## config.mk

```make
export PLATFORM = sky130hd
export DESIGN_NAME = multifinger_swipe_detector
export DESIGN_NICKNAME = d
export VERILOG_FILES = /design/src/rtl/msd_pkg.sv /design/src/rtl/multifinger_swipe_detector.sv /design/src/rtl/msd_cfg.sv /design/src/rtl/msd_ctrl.sv /design/src/rtl/msd_dp.sv
export SDC_FILE = /design/constraint.sdc
export NUM_CORES = 2
export LEC_CHECK = 0
export BUFFER_PORTS_ARGS = -buffer_cell sky130_fd_sc_hd__buf_2
export CAP_MARGIN = 30
export CORE_MARGIN = 3
export CORE_UTILIZATION = 35
export CTS_BUF_LIST = sky130_fd_sc_hd__clkbuf_2
export DETAILED_ROUTE_END_ITERATION = 10
export SYNTH_ARGS = -nofsm -noshare
export SYNTH_HDL_FRONTEND = slang
export SYNTH_SLANG_ARGS = --single-unit
```

## constraint.sdc

```tcl
create_clock -name clk -period 6.65 [get_ports clk]
set_clock_uncertainty 0.2 [all_clocks]
set_input_delay 1.33 -clock clk [delete_from_list [all_inputs] [get_ports clk]]
set_output_delay 1.33 -clock clk [all_outputs]
set_load 0.03 [all_outputs]
```

## src/rtl/msd_pkg.sv

```systemverilog
// ----------------------------------------------------------------------------
// msd_pkg
// Shared types and constants for the multi-finger swipe detector.
// ----------------------------------------------------------------------------
`default_nettype none

package msd_pkg;

    localparam int COORD_BITS_DEF = 16;
    localparam int FIELD_BITS     = 16;

    // configuration register indexes (byte address = 4 * index)
    localparam logic [2:0] REG_THREE_EN   = 3'd0;
    localparam logic [2:0] REG_FOUR_EN    = 3'd1;
    localparam logic [2:0] REG_SETTLE     = 3'd2;
    localparam logic [2:0] REG_THRESH_X   = 3'd3;
    localparam logic [2:0] REG_THRESH_Y   = 3'd4;
    localparam logic [2:0] REG_RATIO_NUM  = 3'd5;
    localparam logic [2:0] REG_RATIO_DEN  = 3'd6;

    localparam logic [15:0] RATIO_NUM_DEF = 16'd3;
    localparam logic [15:0] RATIO_DEN_DEF = 16'd2;

    // gesture codes
    localparam logic [3:0] GC_NONE     = 4'd0;
    localparam logic [3:0] GC_RIGHT    = 4'd1;
    localparam logic [3:0] GC_LEFT     = 4'd2;
    localparam logic [3:0] GC_DOWN     = 4'd3;
    localparam logic [3:0] GC_UP       = 4'd4;
    localparam logic [3:0] GC_FOUR_OFS = 4'd4;

    localparam logic [2:0] FINGERS_THREE = 3'd3;
    localparam logic [2:0] FINGERS_FOUR  = 3'd4;
    localparam logic [2:0] FINGERS_ONE   = 3'd1;

    typedef struct packed {
        logic        three_en;
        logic        four_en;
        logic [15:0] settle;
        logic [15:0] thresh_x;
        logic [15:0] thresh_y;
        logic [15:0] ratio_num;
        logic [15:0] ratio_den;
    } cfg_t;

    typedef struct packed {
        logic [2:0]            finger_count;
        logic [2:0]            peak_count;
        logic                  scroll_busy;
        logic [FIELD_BITS-1:0] pos1_x;
        logic [FIELD_BITS-1:0] pos1_y;
        logic [FIELD_BITS-1:0] pos2_x;
        logic [FIELD_BITS-1:0] pos2_y;
        logic [FIELD_BITS-1:0] pos3_x;
        logic [FIELD_BITS-1:0] pos3_y;
        logic [FIELD_BITS-1:0] pos4_x;
        logic [FIELD_BITS-1:0] pos4_y;
    } frame_t;

    typedef struct packed {
        logic       consumed;
        logic       fire;
        logic [3:0] swipe_code;
    } result_t;

    // controller -> datapath commands
    typedef struct packed {
        logic load;
        logic sum_en;
        logic mul_en;
        logic corr_en;
        logic diff_en;
        logic lock_en;
        logic commit;
    } dp_cmd_t;

endpackage

`default_nettype wire

```

## src/rtl/multifinger_swipe_detector.sv

```systemverilog
// ----------------------------------------------------------------------------
// multifinger_swipe_detector
// Three/four-finger swipe gesture detector, one trackpad frame per beat.
//
//  channel   dir  handshake                 payload
//  s_axis    in   s_axis_tvalid/tready      frame fields in tdata (136 bits)
//  m_axis    out  m_axis_tvalid/tready      result fields in tdata (8 bits)
//  apb       in   psel/penable, pready=1    7 config registers at 4*i
//
// After the accept the frame passes through a fixed sequence of sum,
// reciprocal multiply, divide-by-three correction, displacement, lock
// products and commit, and the result beat is then presented. A new frame
// is not taken until the last one has been committed: s_axis_tready is high
// only while the sequencer is idle; a waiting result does not block the next
// accept, but commit waits for the output register. Reset clears config to defaults and swipe state to zero.
// ----------------------------------------------------------------------------
`default_nettype none

module multifinger_swipe_detector
    import msd_pkg::*;
#(
    parameter int COORD_BITS = COORD_BITS_DEF
)
(
    input  wire logic         clk,
    input  wire logic         rst_n,
    input  wire logic         s_axis_tvalid,
    output logic              s_axis_tready,
    // finger_count[2:0], peak_count[5:3], scroll_busy[6], pos1_x[22:7],
    // pos1_y[38:23], pos2_x[54:39], pos2_y[70:55], pos3_x[86:71],
    // pos3_y[102:87], pos4_x[118:103], pos4_y[134:119], zero pad[135]
    input  wire logic [135:0] s_axis_tdata,
    output logic              m_axis_tvalid,
    input  wire logic         m_axis_tready,
    // consumed[0], fire[1], swipe_code[5:2], zero pad[7:6]
    output logic [7:0]        m_axis_tdata,
    input  wire logic         psel,
    input  wire logic         penable,
    input  wire logic         pwrite,
    input  wire logic [4:0]   paddr,
    input  wire logic [31:0]  pwdata,
    output logic      [31:0]  prdata,
    output logic              pready
);

    cfg_t    cfg;
    frame_t  frame;
    result_t result;
    dp_cmd_t cmd;

    assign frame.finger_count = s_axis_tdata[2:0];
    assign frame.peak_count   = s_axis_tdata[5:3];
    assign frame.scroll_busy  = s_axis_tdata[6];
    assign frame.pos1_x       = s_axis_tdata[22:7];
    assign frame.pos1_y       = s_axis_tdata[38:23];
    assign frame.pos2_x       = s_axis_tdata[54:39];
    assign frame.pos2_y       = s_axis_tdata[70:55];
    assign frame.pos3_x       = s_axis_tdata[86:71];
    assign frame.pos3_y       = s_axis_tdata[102:87];
    assign frame.pos4_x       = s_axis_tdata[118:103];
    assign frame.pos4_y       = s_axis_tdata[134:119];

    assign m_axis_tdata = {2'b00, result.swipe_code, result.fire, result.consumed};

    msd_cfg u_cfg (
        .clk     (clk),
        .rst_n   (rst_n),
        .psel    (psel),
        .penable (penable),
        .pwrite  (pwrite),
        .paddr   (paddr),
        .pwdata  (pwdata),
        .prdata  (prdata),
        .pready  (pready),
        .cfg     (cfg)
    );

    msd_ctrl u_ctrl (
        .clk       (clk),
        .rst_n     (rst_n),
        .in_valid  (s_axis_tvalid),
        .in_ready  (s_axis_tready),
        .out_valid (m_axis_tvalid),
        .out_ready (m_axis_tready),
        .cmd       (cmd)
    );

    msd_dp #(
        .COORD_BITS (COORD_BITS)
    ) u_dp (
        .clk    (clk),
        .rst_n  (rst_n),
        .cmd    (cmd),
        .cfg    (cfg),
        .frame  (frame),
        .result (result)
    );

endmodule

`default_nettype wire

```

## src/rtl/msd_cfg.sv

```systemverilog
// ----------------------------------------------------------------------------
// msd_cfg
// APB register file holding the swipe detector configuration.
// ----------------------------------------------------------------------------
`default_nettype none

module msd_cfg
    import msd_pkg::*;
(
    input  wire logic        clk,
    input  wire logic        rst_n,
    input  wire logic        psel,
    input  wire logic        penable,
    input  wire logic        pwrite,
    input  wire logic [4:0]  paddr,
    input  wire logic [31:0] pwdata,
    output logic      [31:0] prdata,
    output logic             pready,
    output cfg_t             cfg
);

    cfg_t       cfg_reg;
    logic       wr_en;
    logic [2:0] reg_idx;

    assign pready  = 1'b1;
    assign wr_en   = psel && penable && pwrite;
    assign reg_idx = paddr[4:2];
    assign cfg     = cfg_reg;

    always_ff @(posedge clk or negedge rst_n)
    begin
        if (!rst_n)
        begin
            cfg_reg.three_en  <= 1'b1;
            cfg_reg.four_en   <= 1'b1;
            cfg_reg.settle    <= '0;
            cfg_reg.thresh_x  <= '0;
            cfg_reg.thresh_y  <= '0;
            cfg_reg.ratio_num <= RATIO_NUM_DEF;
            cfg_reg.ratio_den <= RATIO_DEN_DEF;
        end
        else if (wr_en)
        begin
            unique case (reg_idx)
                REG_THREE_EN:  cfg_reg.three_en  <= pwdata[0];
                REG_FOUR_EN:   cfg_reg.four_en   <= pwdata[0];
                REG_SETTLE:    cfg_reg.settle    <= pwdata[15:0];
                REG_THRESH_X:  cfg_reg.thresh_x  <= pwdata[15:0];
                REG_THRESH_Y:  cfg_reg.thresh_y  <= pwdata[15:0];
                REG_RATIO_NUM: cfg_reg.ratio_num <= pwdata[15:0];
                REG_RATIO_DEN: cfg_reg.ratio_den <= pwdata[15:0];
                default:       ;
            endcase
        end
    end

    always_comb
    begin
        unique case (reg_idx)
            REG_THREE_EN:  prdata = {31'd0, cfg_reg.three_en};
            REG_FOUR_EN:   prdata = {31'd0, cfg_reg.four_en};
            REG_SETTLE:    prdata = {16'd0, cfg_reg.settle};
            REG_THRESH_X:  prdata = {16'd0, cfg_reg.thresh_x};
            REG_THRESH_Y:  prdata = {16'd0, cfg_reg.thresh_y};
            REG_RATIO_NUM: prdata = {16'd0, cfg_reg.ratio_num};
            REG_RATIO_DEN: prdata = {16'd0, cfg_reg.ratio_den};
            default:       prdata = '0;
        endcase
    end

endmodule

`default_nettype wire

```

## src/rtl/msd_ctrl.sv

```systemverilog
// ----------------------------------------------------------------------------
// msd_ctrl
// Sequencer: steps one frame through the datapath stages and owns the
// result valid flag.
// ----------------------------------------------------------------------------
`default_nettype none

module msd_ctrl
    import msd_pkg::*;
(
    input  wire logic clk,
    input  wire logic rst_n,
    input  wire logic in_valid,
    output logic      in_ready,
    output logic      out_valid,
    input  wire logic out_ready,
    output dp_cmd_t   cmd
);

    typedef enum logic [2:0] {
        S_IDLE,
        S_SUM,
        S_MUL,
        S_CORR,
        S_DIFF,
        S_LOCK,
        S_DONE
    } state_t;

    state_t state_reg;
    state_t state_next;
    logic   out_valid_reg;
    logic   out_valid_next;
    logic   accept;
    logic   out_free;

    assign in_ready  = (state_reg == S_IDLE);
    assign accept    = in_valid && in_ready;
    assign out_free  = !out_valid_reg || out_ready;
    assign out_valid = out_valid_reg;

    always_comb
    begin
        cmd            = '0;
        state_next     = state_reg;
        out_valid_next = out_valid_reg && !out_ready;
        unique case (state_reg)
            S_IDLE:
            begin
                cmd.load = accept;
                if (accept)
                    state_next = S_SUM;
            end
            S_SUM:
            begin
                cmd.sum_en = 1'b1;
                state_next = S_MUL;
            end
            S_MUL:
            begin
                cmd.mul_en = 1'b1;
                state_next = S_CORR;
            end
            S_CORR:
            begin
                cmd.corr_en = 1'b1;
                state_next  = S_DIFF;
            end
            S_DIFF:
            begin
                cmd.diff_en = 1'b1;
                state_next  = S_LOCK;
            end
            S_LOCK:
            begin
                cmd.lock_en = 1'b1;
                state_next  = S_DONE;
            end
            S_DONE:
            begin
                // hold until the output register can take the beat
                if (out_free)
                begin
                    cmd.commit     = 1'b1;
                    out_valid_next = 1'b1;
                    state_next     = S_IDLE;
                end
            end
            default:
            begin
                state_next = S_IDLE;
            end
        endcase
    end

    always_ff @(posedge clk or negedge rst_n)
    begin
        if (!rst_n)
        begin
            state_reg     <= S_IDLE;
            out_valid_reg <= 1'b0;
        end
        else
        begin
            state_reg     <= state_next;
            out_valid_reg <= out_valid_next;
        end
    end

    a_accept_starts: assert property (@(posedge clk) disable iff (!rst_n)
        accept |=> state_reg == S_SUM)
        else $error("accepted beat did not start the sum step");

    a_commit_shows: assert property (@(posedge clk) disable iff (!rst_n)
        cmd.commit |=> out_valid_reg)
        else $error("committed result not presented");

    a_no_overwrite: assert property (@(posedge clk) disable iff (!rst_n)
        cmd.commit |-> (!out_valid_reg || out_ready))
        else $error("result register overwritten while stalled");

endmodule

`default_nettype wire

```

## src/rtl/msd_dp.sv

```systemverilog
// ----------------------------------------------------------------------------
// msd_dp
// Datapath: centroid, displacement, ratio lock and the swipe state.
// ----------------------------------------------------------------------------
`default_nettype none

module msd_dp
    import msd_pkg::*;
#(
    parameter int COORD_BITS = COORD_BITS_DEF
)
(
    input  wire logic   clk,
    input  wire logic   rst_n,
    input  wire dp_cmd_t cmd,
    input  wire cfg_t   cfg,
    input  wire frame_t frame,
    output result_t     result
);

    localparam int CW = COORD_BITS;
    localparam int SW = COORD_BITS + 2;
    localparam int PW = CW + 16;
    // floor(2^SW / 3): quotient estimate is exact or one low
    localparam logic [SW-1:0] RECIP3 = SW'((2 ** SW) / 3);

    // input frame
    logic [2:0]    fc_reg;
    logic [2:0]    peak_reg;
    logic          scroll_reg;
    logic [CW-1:0] px_reg [4];
    logic [CW-1:0] py_reg [4];
    logic          fc4;

    // centroid
    logic [SW-1:0]   sx_reg, sy_reg;
    logic [2*SW-1:0] prodx_reg, prody_reg;
    logic [SW-1:0]   q0x, q0y, rx, ry, qx, qy;
    logic [CW-1:0]   cx_reg, cy_reg;

    // displacement
    logic [CW:0]   dx, dy;
    logic [CW-1:0] adx, ady;
    logic          horiz;
    logic [CW-1:0] major_reg, minor_reg;
    logic          horiz_reg;
    logic [3:0]    dir_reg;

    // lock and threshold
    logic [15:0]   num_eff, den_eff, thr_sel;
    logic [PW-1:0] lhs_reg, rhs_reg;
    logic          axis_ok_reg;

    // swipe state
    logic [CW-1:0] start_x_reg, start_y_reg;
    logic          baseline_valid_reg;
    logic [2:0]    baseline_fingers_reg;
    logic [15:0]   frame_counter_reg;
    logic          triggered_reg;
    logic          latched_reg;

    logic        few;
    logic        enabled;
    logic        blocked;
    logic        new_base;
    logic [15:0] cnt_inc;
    logic        fire_c;
    logic [3:0]  code_c;

    result_t out_reg;

    assign fc4 = (fc_reg == FINGERS_FOUR);

    always_ff @(posedge clk)
    begin
        if (cmd.load)
        begin
            fc_reg     <= frame.finger_count;
            peak_reg   <= frame.peak_count;
            scroll_reg <= frame.scroll_busy;
            px_reg[0]  <= frame.pos1_x[CW-1:0];
            py_reg[0]  <= frame.pos1_y[CW-1:0];
            px_reg[1]  <= frame.pos2_x[CW-1:0];
            py_reg[1]  <= frame.pos2_y[CW-1:0];
            px_reg[2]  <= frame.pos3_x[CW-1:0];
            py_reg[2]  <= frame.pos3_y[CW-1:0];
            px_reg[3]  <= frame.pos4_x[CW-1:0];
            py_reg[3]  <= frame.pos4_y[CW-1:0];
        end
        if (cmd.sum_en)
        begin
            sx_reg <= SW'(px_reg[0]) + SW'(px_reg[1]) + SW'(px_reg[2])
                    + (fc4 ? SW'(px_reg[3]) : '0);
            sy_reg <= SW'(py_reg[0]) + SW'(py_reg[1]) + SW'(py_reg[2])
                    + (fc4 ? SW'(py_reg[3]) : '0);
        end
        if (cmd.mul_en)
        begin
            prodx_reg <= (2*SW)'(sx_reg) * (2*SW)'(RECIP3);
            prody_reg <= (2*SW)'(sy_reg) * (2*SW)'(RECIP3);
        end
        if (cmd.corr_en)
        begin
            cx_reg <= fc4 ? sx_reg[SW-1:2] : qx[CW-1:0];
            cy_reg <= fc4 ? sy_reg[SW-1:2] : qy[CW-1:0];
        end
        if (cmd.diff_en)
        begin
            horiz_reg <= horiz;
            major_reg <= horiz ? adx : ady;
            minor_reg <= horiz ? ady : adx;
            if (horiz)
                dir_reg <= (!dx[CW] && (dx != '0)) ? GC_RIGHT : GC_LEFT;
            else
                dir_reg <= (!dy[CW] && (dy != '0)) ? GC_DOWN : GC_UP;
        end
        if (cmd.lock_en)
        begin
            axis_ok_reg <= (16'(major_reg) >= thr_sel);
            lhs_reg     <= PW'(major_reg) * PW'(den_eff);
            rhs_reg     <= PW'(minor_reg) * PW'(num_eff);
        end
    end

    // divide by three: correct the reciprocal estimate by one step
    always_comb
    begin
        q0x = prodx_reg[2*SW-1:SW];
        q0y = prody_reg[2*SW-1:SW];
        rx  = sx_reg - (q0x + (q0x << 1));
        ry  = sy_reg - (q0y + (q0y << 1));
        qx  = (rx >= SW'(3)) ? q0x + SW'(1) : q0x;
        qy  = (ry >= SW'(3)) ? q0y + SW'(1) : q0y;
    end

    always_comb
    begin
        dx    = {1'b0, cx_reg} - {1'b0, start_x_reg};
        dy    = {1'b0, cy_reg} - {1'b0, start_y_reg};
        adx   = dx[CW] ? CW'(-dx) : dx[CW-1:0];
        ady   = dy[CW] ? CW'(-dy) : dy[CW-1:0];
        horiz = (adx >= ady);
    end

    assign num_eff = (cfg.ratio_num == '0) ? RATIO_NUM_DEF : cfg.ratio_num;
    assign den_eff = (cfg.ratio_den == '0) ? RATIO_DEN_DEF : cfg.ratio_den;
    assign thr_sel = horiz_reg ? cfg.thresh_x : cfg.thresh_y;

    always_comb
    begin
        few      = (fc_reg <= FINGERS_ONE);
        enabled  = ((fc_reg == FINGERS_THREE) && cfg.three_en)
                || ((fc_reg == FINGERS_FOUR) && cfg.four_en);
        blocked  = latched_reg || scroll_reg
                || ((fc_reg == FINGERS_THREE) && (peak_reg >= FINGERS_FOUR));
        new_base = !baseline_valid_reg || (baseline_fingers_reg != fc_reg);
        cnt_inc  = (frame_counter_reg != 16'hFFFF) ? frame_counter_reg + 16'd1
                                                    : frame_counter_reg;
        fire_c   = enabled && !blocked && !new_base && !triggered_reg
                && (cnt_inc > cfg.settle) && axis_ok_reg && (lhs_reg >= rhs_reg);
        code_c   = fc4 ? dir_reg + GC_FOUR_OFS : dir_reg;
    end

    always_ff @(posedge clk or negedge rst_n)
    begin
        if (!rst_n)
        begin
            start_x_reg          <= '0;
            start_y_reg          <= '0;
            baseline_valid_reg   <= 1'b0;
            baseline_fingers_reg <= '0;
            frame_counter_reg    <= '0;
            triggered_reg        <= 1'b0;
            latched_reg          <= 1'b0;
        end
        else if (cmd.commit)
        begin
            if (few)
                latched_reg <= 1'b0;
            else if (fire_c)
                latched_reg <= 1'b1;

            if (!enabled || blocked)
            begin
                start_x_reg          <= '0;
                start_y_reg          <= '0;
                baseline_valid_reg   <= 1'b0;
                baseline_fingers_reg <= '0;
                frame_counter_reg    <= '0;
                triggered_reg        <= 1'b0;
            end
            else if (new_base)
            begin
                start_x_reg          <= cx_reg;
                start_y_reg          <= cy_reg;
                baseline_valid_reg   <= 1'b1;
                baseline_fingers_reg <= fc_reg;
                frame_counter_reg    <= '0;
                triggered_reg        <= 1'b0;
            end
            else if (!triggered_reg)
            begin
                frame_counter_reg <= cnt_inc;
                if (fire_c)
                    triggered_reg <= 1'b1;
            end
        end
    end

    always_ff @(posedge clk)
    begin
        if (cmd.commit)
        begin
            out_reg.consumed   <= enabled;
            out_reg.fire       <= fire_c;
            out_reg.swipe_code <= fire_c ? code_c : GC_NONE;
        end
    end

    assign result = out_reg;

    a_fire_latches: assert property (@(posedge clk) disable iff (!rst_n)
        (cmd.commit && fire_c) |=> (latched_reg && triggered_reg && out_reg.fire))
        else $error("fired gesture did not latch");

    a_lift_clears: assert property (@(posedge clk) disable iff (!rst_n)
        (cmd.commit && few) |=> (!latched_reg && !baseline_valid_reg))
        else $error("lift did not clear swipe state");

endmodule

`default_nettype wire

```

=== After elaboration in Yosys (flattened, before gate mapping) ===
Memory sizes are Yosys's and may differ from the RTL's.
Cells that the tools add are included.
W data, S select, Z words.

* Flip-flop bits (word level): 393
* Bits in latches: 0
* Memory bits (writable): 128
* Bits in read-only memories: 0
* Output and inout bits: 43
* Word-level logic and storage cells: 186
* Memories: 2

* $add $sub $neg: 18
* Multiply operators: 4
* Div/mod/pow operators: 0
* $lt $le $gt $ge: 8
* Equality and inequality tests: 19
* Shift operators: 0
* Multiplexer cells: 51
* Bitwise gates (word level): 0
* Reduce and logical (&&, ||, !) cells: 49

{| class="wikitable"
|+ Memories
! name !! depth !! width !! rd ports !! clocked after memory_dff !! write ports !! line !! source
|-
| u_dp.px_reg || 4 || 16 || 4 || 0 || 4 || msd_dp.sv:31 || <nowiki>logic [CW-1:0] px_reg [4];</nowiki>
|-
| u_dp.py_reg || 4 || 16 || 4 || 0 || 4 || msd_dp.sv:32 || <nowiki>logic [CW-1:0] py_reg [4];</nowiki>
|}

{| class="wikitable"
|+ Operators with widths
! kind !! count
|-
| $mux W16 || 21
|-
| $pmux W16 S7 || 1
|-
| $mul A18 B17 Y35 const B || 2
|-
| $mul A16 B16 Y32 || 2
|-
| $add A16 B1 Y16 const B || 3
|-
| $add A17 B18 Y18 || 2
|-
| $add A18 B16 Y18 || 2
|-
| $add A18 B18 Y18 || 2
|-
| $ge A18 B2 Y1 const B || 2
|-
| $sub A18 B18 Y18 || 2
|-
| $add A16 B16 Y17 || 2
|-
| $reduce_bool A17 Y1 || 2
|-
| $sub A16 B16 Y17 || 2
|-
| $ge A16 B16 Y1 || 2
|-
| $ge A32 B32 Y1 || 1
|-
| $logic_not A16 Y1 || 2
|-
| $neg A16 Y16 || 2
|-
| $reduce_and A2 Y1 || 11
|-
| $eq A3 B3 Y1 const B || 7
|-
| $pmux W3 S7 || 1
|-
| $mux W1 || 20
|-
| $gt A16 B16 Y1 || 1
|-
| $ne A16 B16 Y1 const B || 1
|-
| $eq A3 B2 Y1 const B || 5
|-
| 16 further kinds || 51
|}

=== Depth between registers and ports, before layout ===
* Word-level depth: 14
* Depth in mapped cells: 27
* Gate-level depth less buffers: 25

=== By module ===
A second synthesis with hierarchy kept.

* Cell total of the unflattened synthesis: 5332
* Area total of the unflattened synthesis: 55031.5 µm²

{| class="wikitable"
|+ Modules (own cells, without submodules)
! module !! times used !! cells each !! area each (µm²) !! sequential area each (µm²)
|-
| msd_dp || 1 || 5019 || 50852.5 || 11621.1
|-
| msd_cfg || 1 || 285 || 3915.0 || 2058.2
|-
| msd_ctrl || 1 || 25 || 245.2 || 100.1
|-
| multifinger_swipe_detector || 1 || 3 || 18.8 || 0.0
|}

=== Worst setup path before layout ===
Ideal clock, no wire load.

* Path kind: register -> register
* Start point: register u_cfg.cfg_reg, in the netlist u_cfg.cfg[23]
* End point: register u_dp.rhs_reg[30], data pin
* Library setup time: 265 ps
* Arrival: 6664 ps
* Required time: 6185 ps
* Slack: -479 ps
* Cell stages (with the launch flop): 28
* Path buffers: 3
* Clock period less this slack: 7129 ps
* Cell sequence: dfrtp_1 -> clkbuf_1 -> nor4_1 -> nand4_1 -> nand2b_1 -> clkbuf_1 -> nand2_1 -> fa_1 -> fa_1 -> fa_1 -> inv_1 -> fa_1 -> fa_1 -> inv_1 -> fa_1 -> inv_1 -> ha_1 -> clkbuf_1 -> o21a_1 -> o21a_1 -> o21ai_0 -> a21oi_1 -> a311o_1 -> a21oi_1 -> o21ai_0 -> a21oi_1 -> o21ai_0 -> xor2_1

* Longest elaborated chain between the ends: 3

{| class="wikitable"
|+ RTL lines
! what !! line !! source
|-
| start, declared || msd_cfg.sv:22 || <nowiki>cfg_t cfg_reg;</nowiki>
|-
| $logic_not A16 Y1 || msd_dp.sv:145 || <nowiki>assign num_eff = (cfg.ratio_num == '0) ? RATIO_NUM_DEF : cfg.ratio_num;</nowiki>
|-
| $mux W16 * || msd_dp.sv:145 ||
|-
| $mul A16 B16 Y32 * || msd_dp.sv:121 || <nowiki>rhs_reg <= PW'(minor_reg) * PW'(num_eff);</nowiki>
|-
| end signal, assigned || msd_dp.sv:121 ||
|-
| end, declared || msd_dp.sv:51 || <nowiki>logic [PW-1:0] lhs_reg, rhs_reg;</nowiki>
|}

Mark *: on every way between the ends. The rest lies on a longest branch, timed or not.
A chain may end at the register's enable or synchronous reset.

=== Worst setup path in the final report ===
* Start point: register u_cfg.cfg_reg, in the netlist u_cfg.cfg[10]
* End point: register u_dp.lhs_reg[31], data pin

* Longest elaborated chain between the ends: 3

{| class="wikitable"
|+ RTL lines
! what !! line !! source
|-
| $logic_not A16 Y1 || msd_dp.sv:146 || <nowiki>assign den_eff = (cfg.ratio_den == '0) ? RATIO_DEN_DEF : cfg.ratio_den;</nowiki>
|-
| $mux W16 * || msd_dp.sv:146 ||
|-
| $mul A16 B16 Y32 * || msd_dp.sv:120 || <nowiki>lhs_reg <= PW'(major_reg) * PW'(den_eff);</nowiki>
|-
| end signal, assigned || msd_dp.sv:120 ||
|-
| end, declared || msd_dp.sv:51 ||
|}

Marks and branches as above.

==> run metrics <==
1st-iter DRT viols 1984; crit share post-route 102.8%; PortBufs 182; Syn Area/Cell 9.991 um2; Final nets 7692; synth warn 0; Clock transition at path regs 90 ps; Max Transition Viols Final 0; worst-path maximum fanout 5; Max Clk Rate 146.3 MHz; sequential fraction of the synthesis area 24.65%; setup ws final -187.4 ps; Max-Cap Viols 0; synth unique cells 99; DP Wirelength 109600 um; met2 Track Usage GR 29.02%; I/O pins 223; CTS tree done; die area 0.1645 mm2; unrepaired setup endpoints after global routing yes; failing checks setup timing; DR WL/cell 16.41 um; placeable core area 0.1586 mm2; area grow syn2layout 14.42%; status finished, violations left; Worst Path Class, Setup flop to flop; CTS Sinks 482; Worst setup EP type flop; min cycle time layout 6837 ps; Top FF cell, synth edfxtp_1; EDFF count, synth 342; final instance area 0.06396 mm2; routed vias/inst 4.879; H-tree levels 4; FFs w/ async S/R, synth 29.05%; Initial Util 35.26%; busiest grt layer met2; die span in x 405.6 um; vias in the first global route 43130; met1 Track Usage GR 21.42%; slew at the pin closest to its max-slew limit 1036 ps; HP Class primary input to flop; Arr. time, crit path 7800 ps; gr usage total 16.88%; drt drc 0; GR Overflow Total 0; Mapped Cells 5595; clk root buf clkbuf_2; Bufs on Longest Clock Path 3; Largest register FFs 82; CP required 7610 ps; latest clock arrival within the worst-skew pair 1490 ps; met3 GRT Util 3.311%; worst-case headroom to the max-slew limit 30.94%; num rows 146; TritonCTS Buffers 133; Fin. Hold Viols 0; via count 40480; Antenna Nets Post-Route 0; Final setup viols 8; layout cells sized above 1 13.71%; synthesized cell area 0.05590 mm2; initial antenna violation count 8; Die Y 405.6 um; CP Launch Type flop; gpl congestion 0.9259; largest net degree at the start of global routing 92; final WL 136100 um; 1st-pass router iterations 5; post-place instance area 0.06064 mm2; first-pass GRT wire length 222100 um; synthesis-stage register bit count 482
## Yosys cell counts, drive strengths merged (8+ instances only)
master   number  area share (%)
dfrtp       135             6.0
xnor2       172             2.7
a41oi         8            0.14
or3          15            0.17
mux2i        45            0.81
clkbuf      157             1.1
mux2         74             1.5
a211oi       21            0.28
o31ai        14            0.20
o21a         32            0.43
nor4         20            0.26
a31oi        31            0.35
inv        1106             7.4
a21oi       201             1.8
nand3b        8            0.11
fa          648              23
nor2        150             1.0
nor3         53            0.48
xor2         75             1.2
a21o         91             1.2
a22o         16            0.25
nand3        54            0.48
o21ai       196             1.8
o211ai        9            0.12
ha          739              17
and3         32            0.36
nand2       536             3.6
edfxtp      342              18
or2           9            0.10
o21bai       28            0.38
a2111oi      14            0.29
and2        260             2.9
nand2b       32            0.36
a211o        17            0.27
and4         15            0.24
buf          34            0.39
nor2b        31            0.35
nand4        44            0.53
a221o        16            0.29
a32o         12            0.21
## path summary, 6_finish.rpt
check | from | to | slack, ps | cells past startpoint
max reg2reg | u_cfg.cfg[10] | u_dp.lhs_reg[31] | -190 | 24
min reg2reg | u_dp.start_x_reg[13] | u_dp.start_x_reg[13] | 280 | 2
min | paddr[3] | u_cfg.cfg[81] | 270 | 3
max | u_cfg.cfg[10] | u_dp.lhs_reg[31] | -190 | 24
max in group asynchronous | rst_n | u_dp.baseline_fingers_reg[0] | 4590 | 3
min in group asynchronous | rst_n | u_cfg.cfg[37] | 360 | 2
## layout make-up
| cell class | count | area, um2 |
|---|---|---|
| fillers | 15580 | 94600 |
| multi-input cells | 3832 | 37830 |
| flip-flops and latches | 482 | 13780 |
| repair buffers | 569 | 4388 |
| inverters | 1107 | 4155 |
| well taps | 2072 | 2592 |
| clock buffers | 183 | 915.9 |
| clock inverters | 42 | 280.3 |
| diodes | 10 | 25.02 |
## metrics by stage
stage | setup WS, ps | instances | hold WS, ps | TNS, ps | utilization, %
after floorplan | 1.187 | 5612 | 249.8 | 0 | -
after global placement | -280.0 | 7889 | 262.0 | -1880 | 38.21
after detailed placement | -281.3 | 7893 | 270.1 | -2168 | 38.24
after CTS | -190.5 | 8280 | 58.86 | -724.7 | 40.14
after global routing | -426.0 | 8297 | 68.94 | -3940 | 40.34
final | -187.4 | 8297 | 273.2 | -641.7 | 40.34
## cell families (layout without fill, tap and decap cells)
kind of cell / Yosys count / after routing / share of synthesized area, %
other: 2 / 29 / 0.01343
multiplexers: 120 / 120 / 2.337
flip-flops: 482 / 482 / 24.65
adder cells (fa/ha/maj): 1387 / 1387 / 39.75
buffers and inverters: 1298 / 1901 / 8.884
AND/OR/NAND/NOR: 1285 / 1285 / 11.36
AO/OA/AOI/OAI: 774 / 774 / 9.137
XOR/XNOR: 247 / 247 / 3.870
## placed cells by master (no fill, tap or decap), types with 42 or more instances in the layout
master,synthesis,final
inv_1,1106,1099
ha_1,739,722
fa_1,648,636
nand2_1,536,527
edfxtp_1,342,342
and2_1,258,256
buf_4,19,217
a21oi_1,200,184
clkbuf_2,1,183
buf_2,11,181
xnor2_1,172,171
o21ai_0,179,169
dlygate4sd3_1,0,152
nor2_1,149,145
dfrtp_1,135,135
a21o_1,91,91
xor2_1,75,75
mux2_2,74,74
nand3_1,54,53
nor3_1,52,45
mux2i_1,45,45
nand4_1,42,42
## routing by layer
layer / up-vias / part of all wire (%)
li1: 19400 / -
met1: 19890 / 43
met2: 945 / 49
met3: 237 / 5.5
met4: 2 / 2.6
met5: - / 0.0095
## repair_timing
item / 4_1_cts / 5_1_grt
cloned: 1 / 0
pin swaps: 47 / 48
buffers inserted: 9 / 8
setup endpoints to repair: 14 / 26
endpoints found under the hold margin: 305 / 0
gates resized for setup: 44 / 52
hold buffers: 152 / 0
## critical path: stages, from the launching register on
cell and delay [ps]:
dfrtp_1 400, nor4_2 270, buf_4 150, a41o_4 220
buf_12 130, nand2_4 50, fa_1 480, fa_1 510
inv_2 40, fa_1 520, fa_1 440, fa_1 540
inv_1 50, fa_1 480, inv_1 40, ha_2 160
or3_4 360, a221oi_2 190, o21ai_2 110, nand4_1 170
a31oi_2 130, a2111o_1 440, a21o_1 180, a21o_1 160
xnor2_1 120
Power is left out: the tool's default activity adds up to more than one toggle a clock period on the data nets, which glitch-free logic cannot reach.
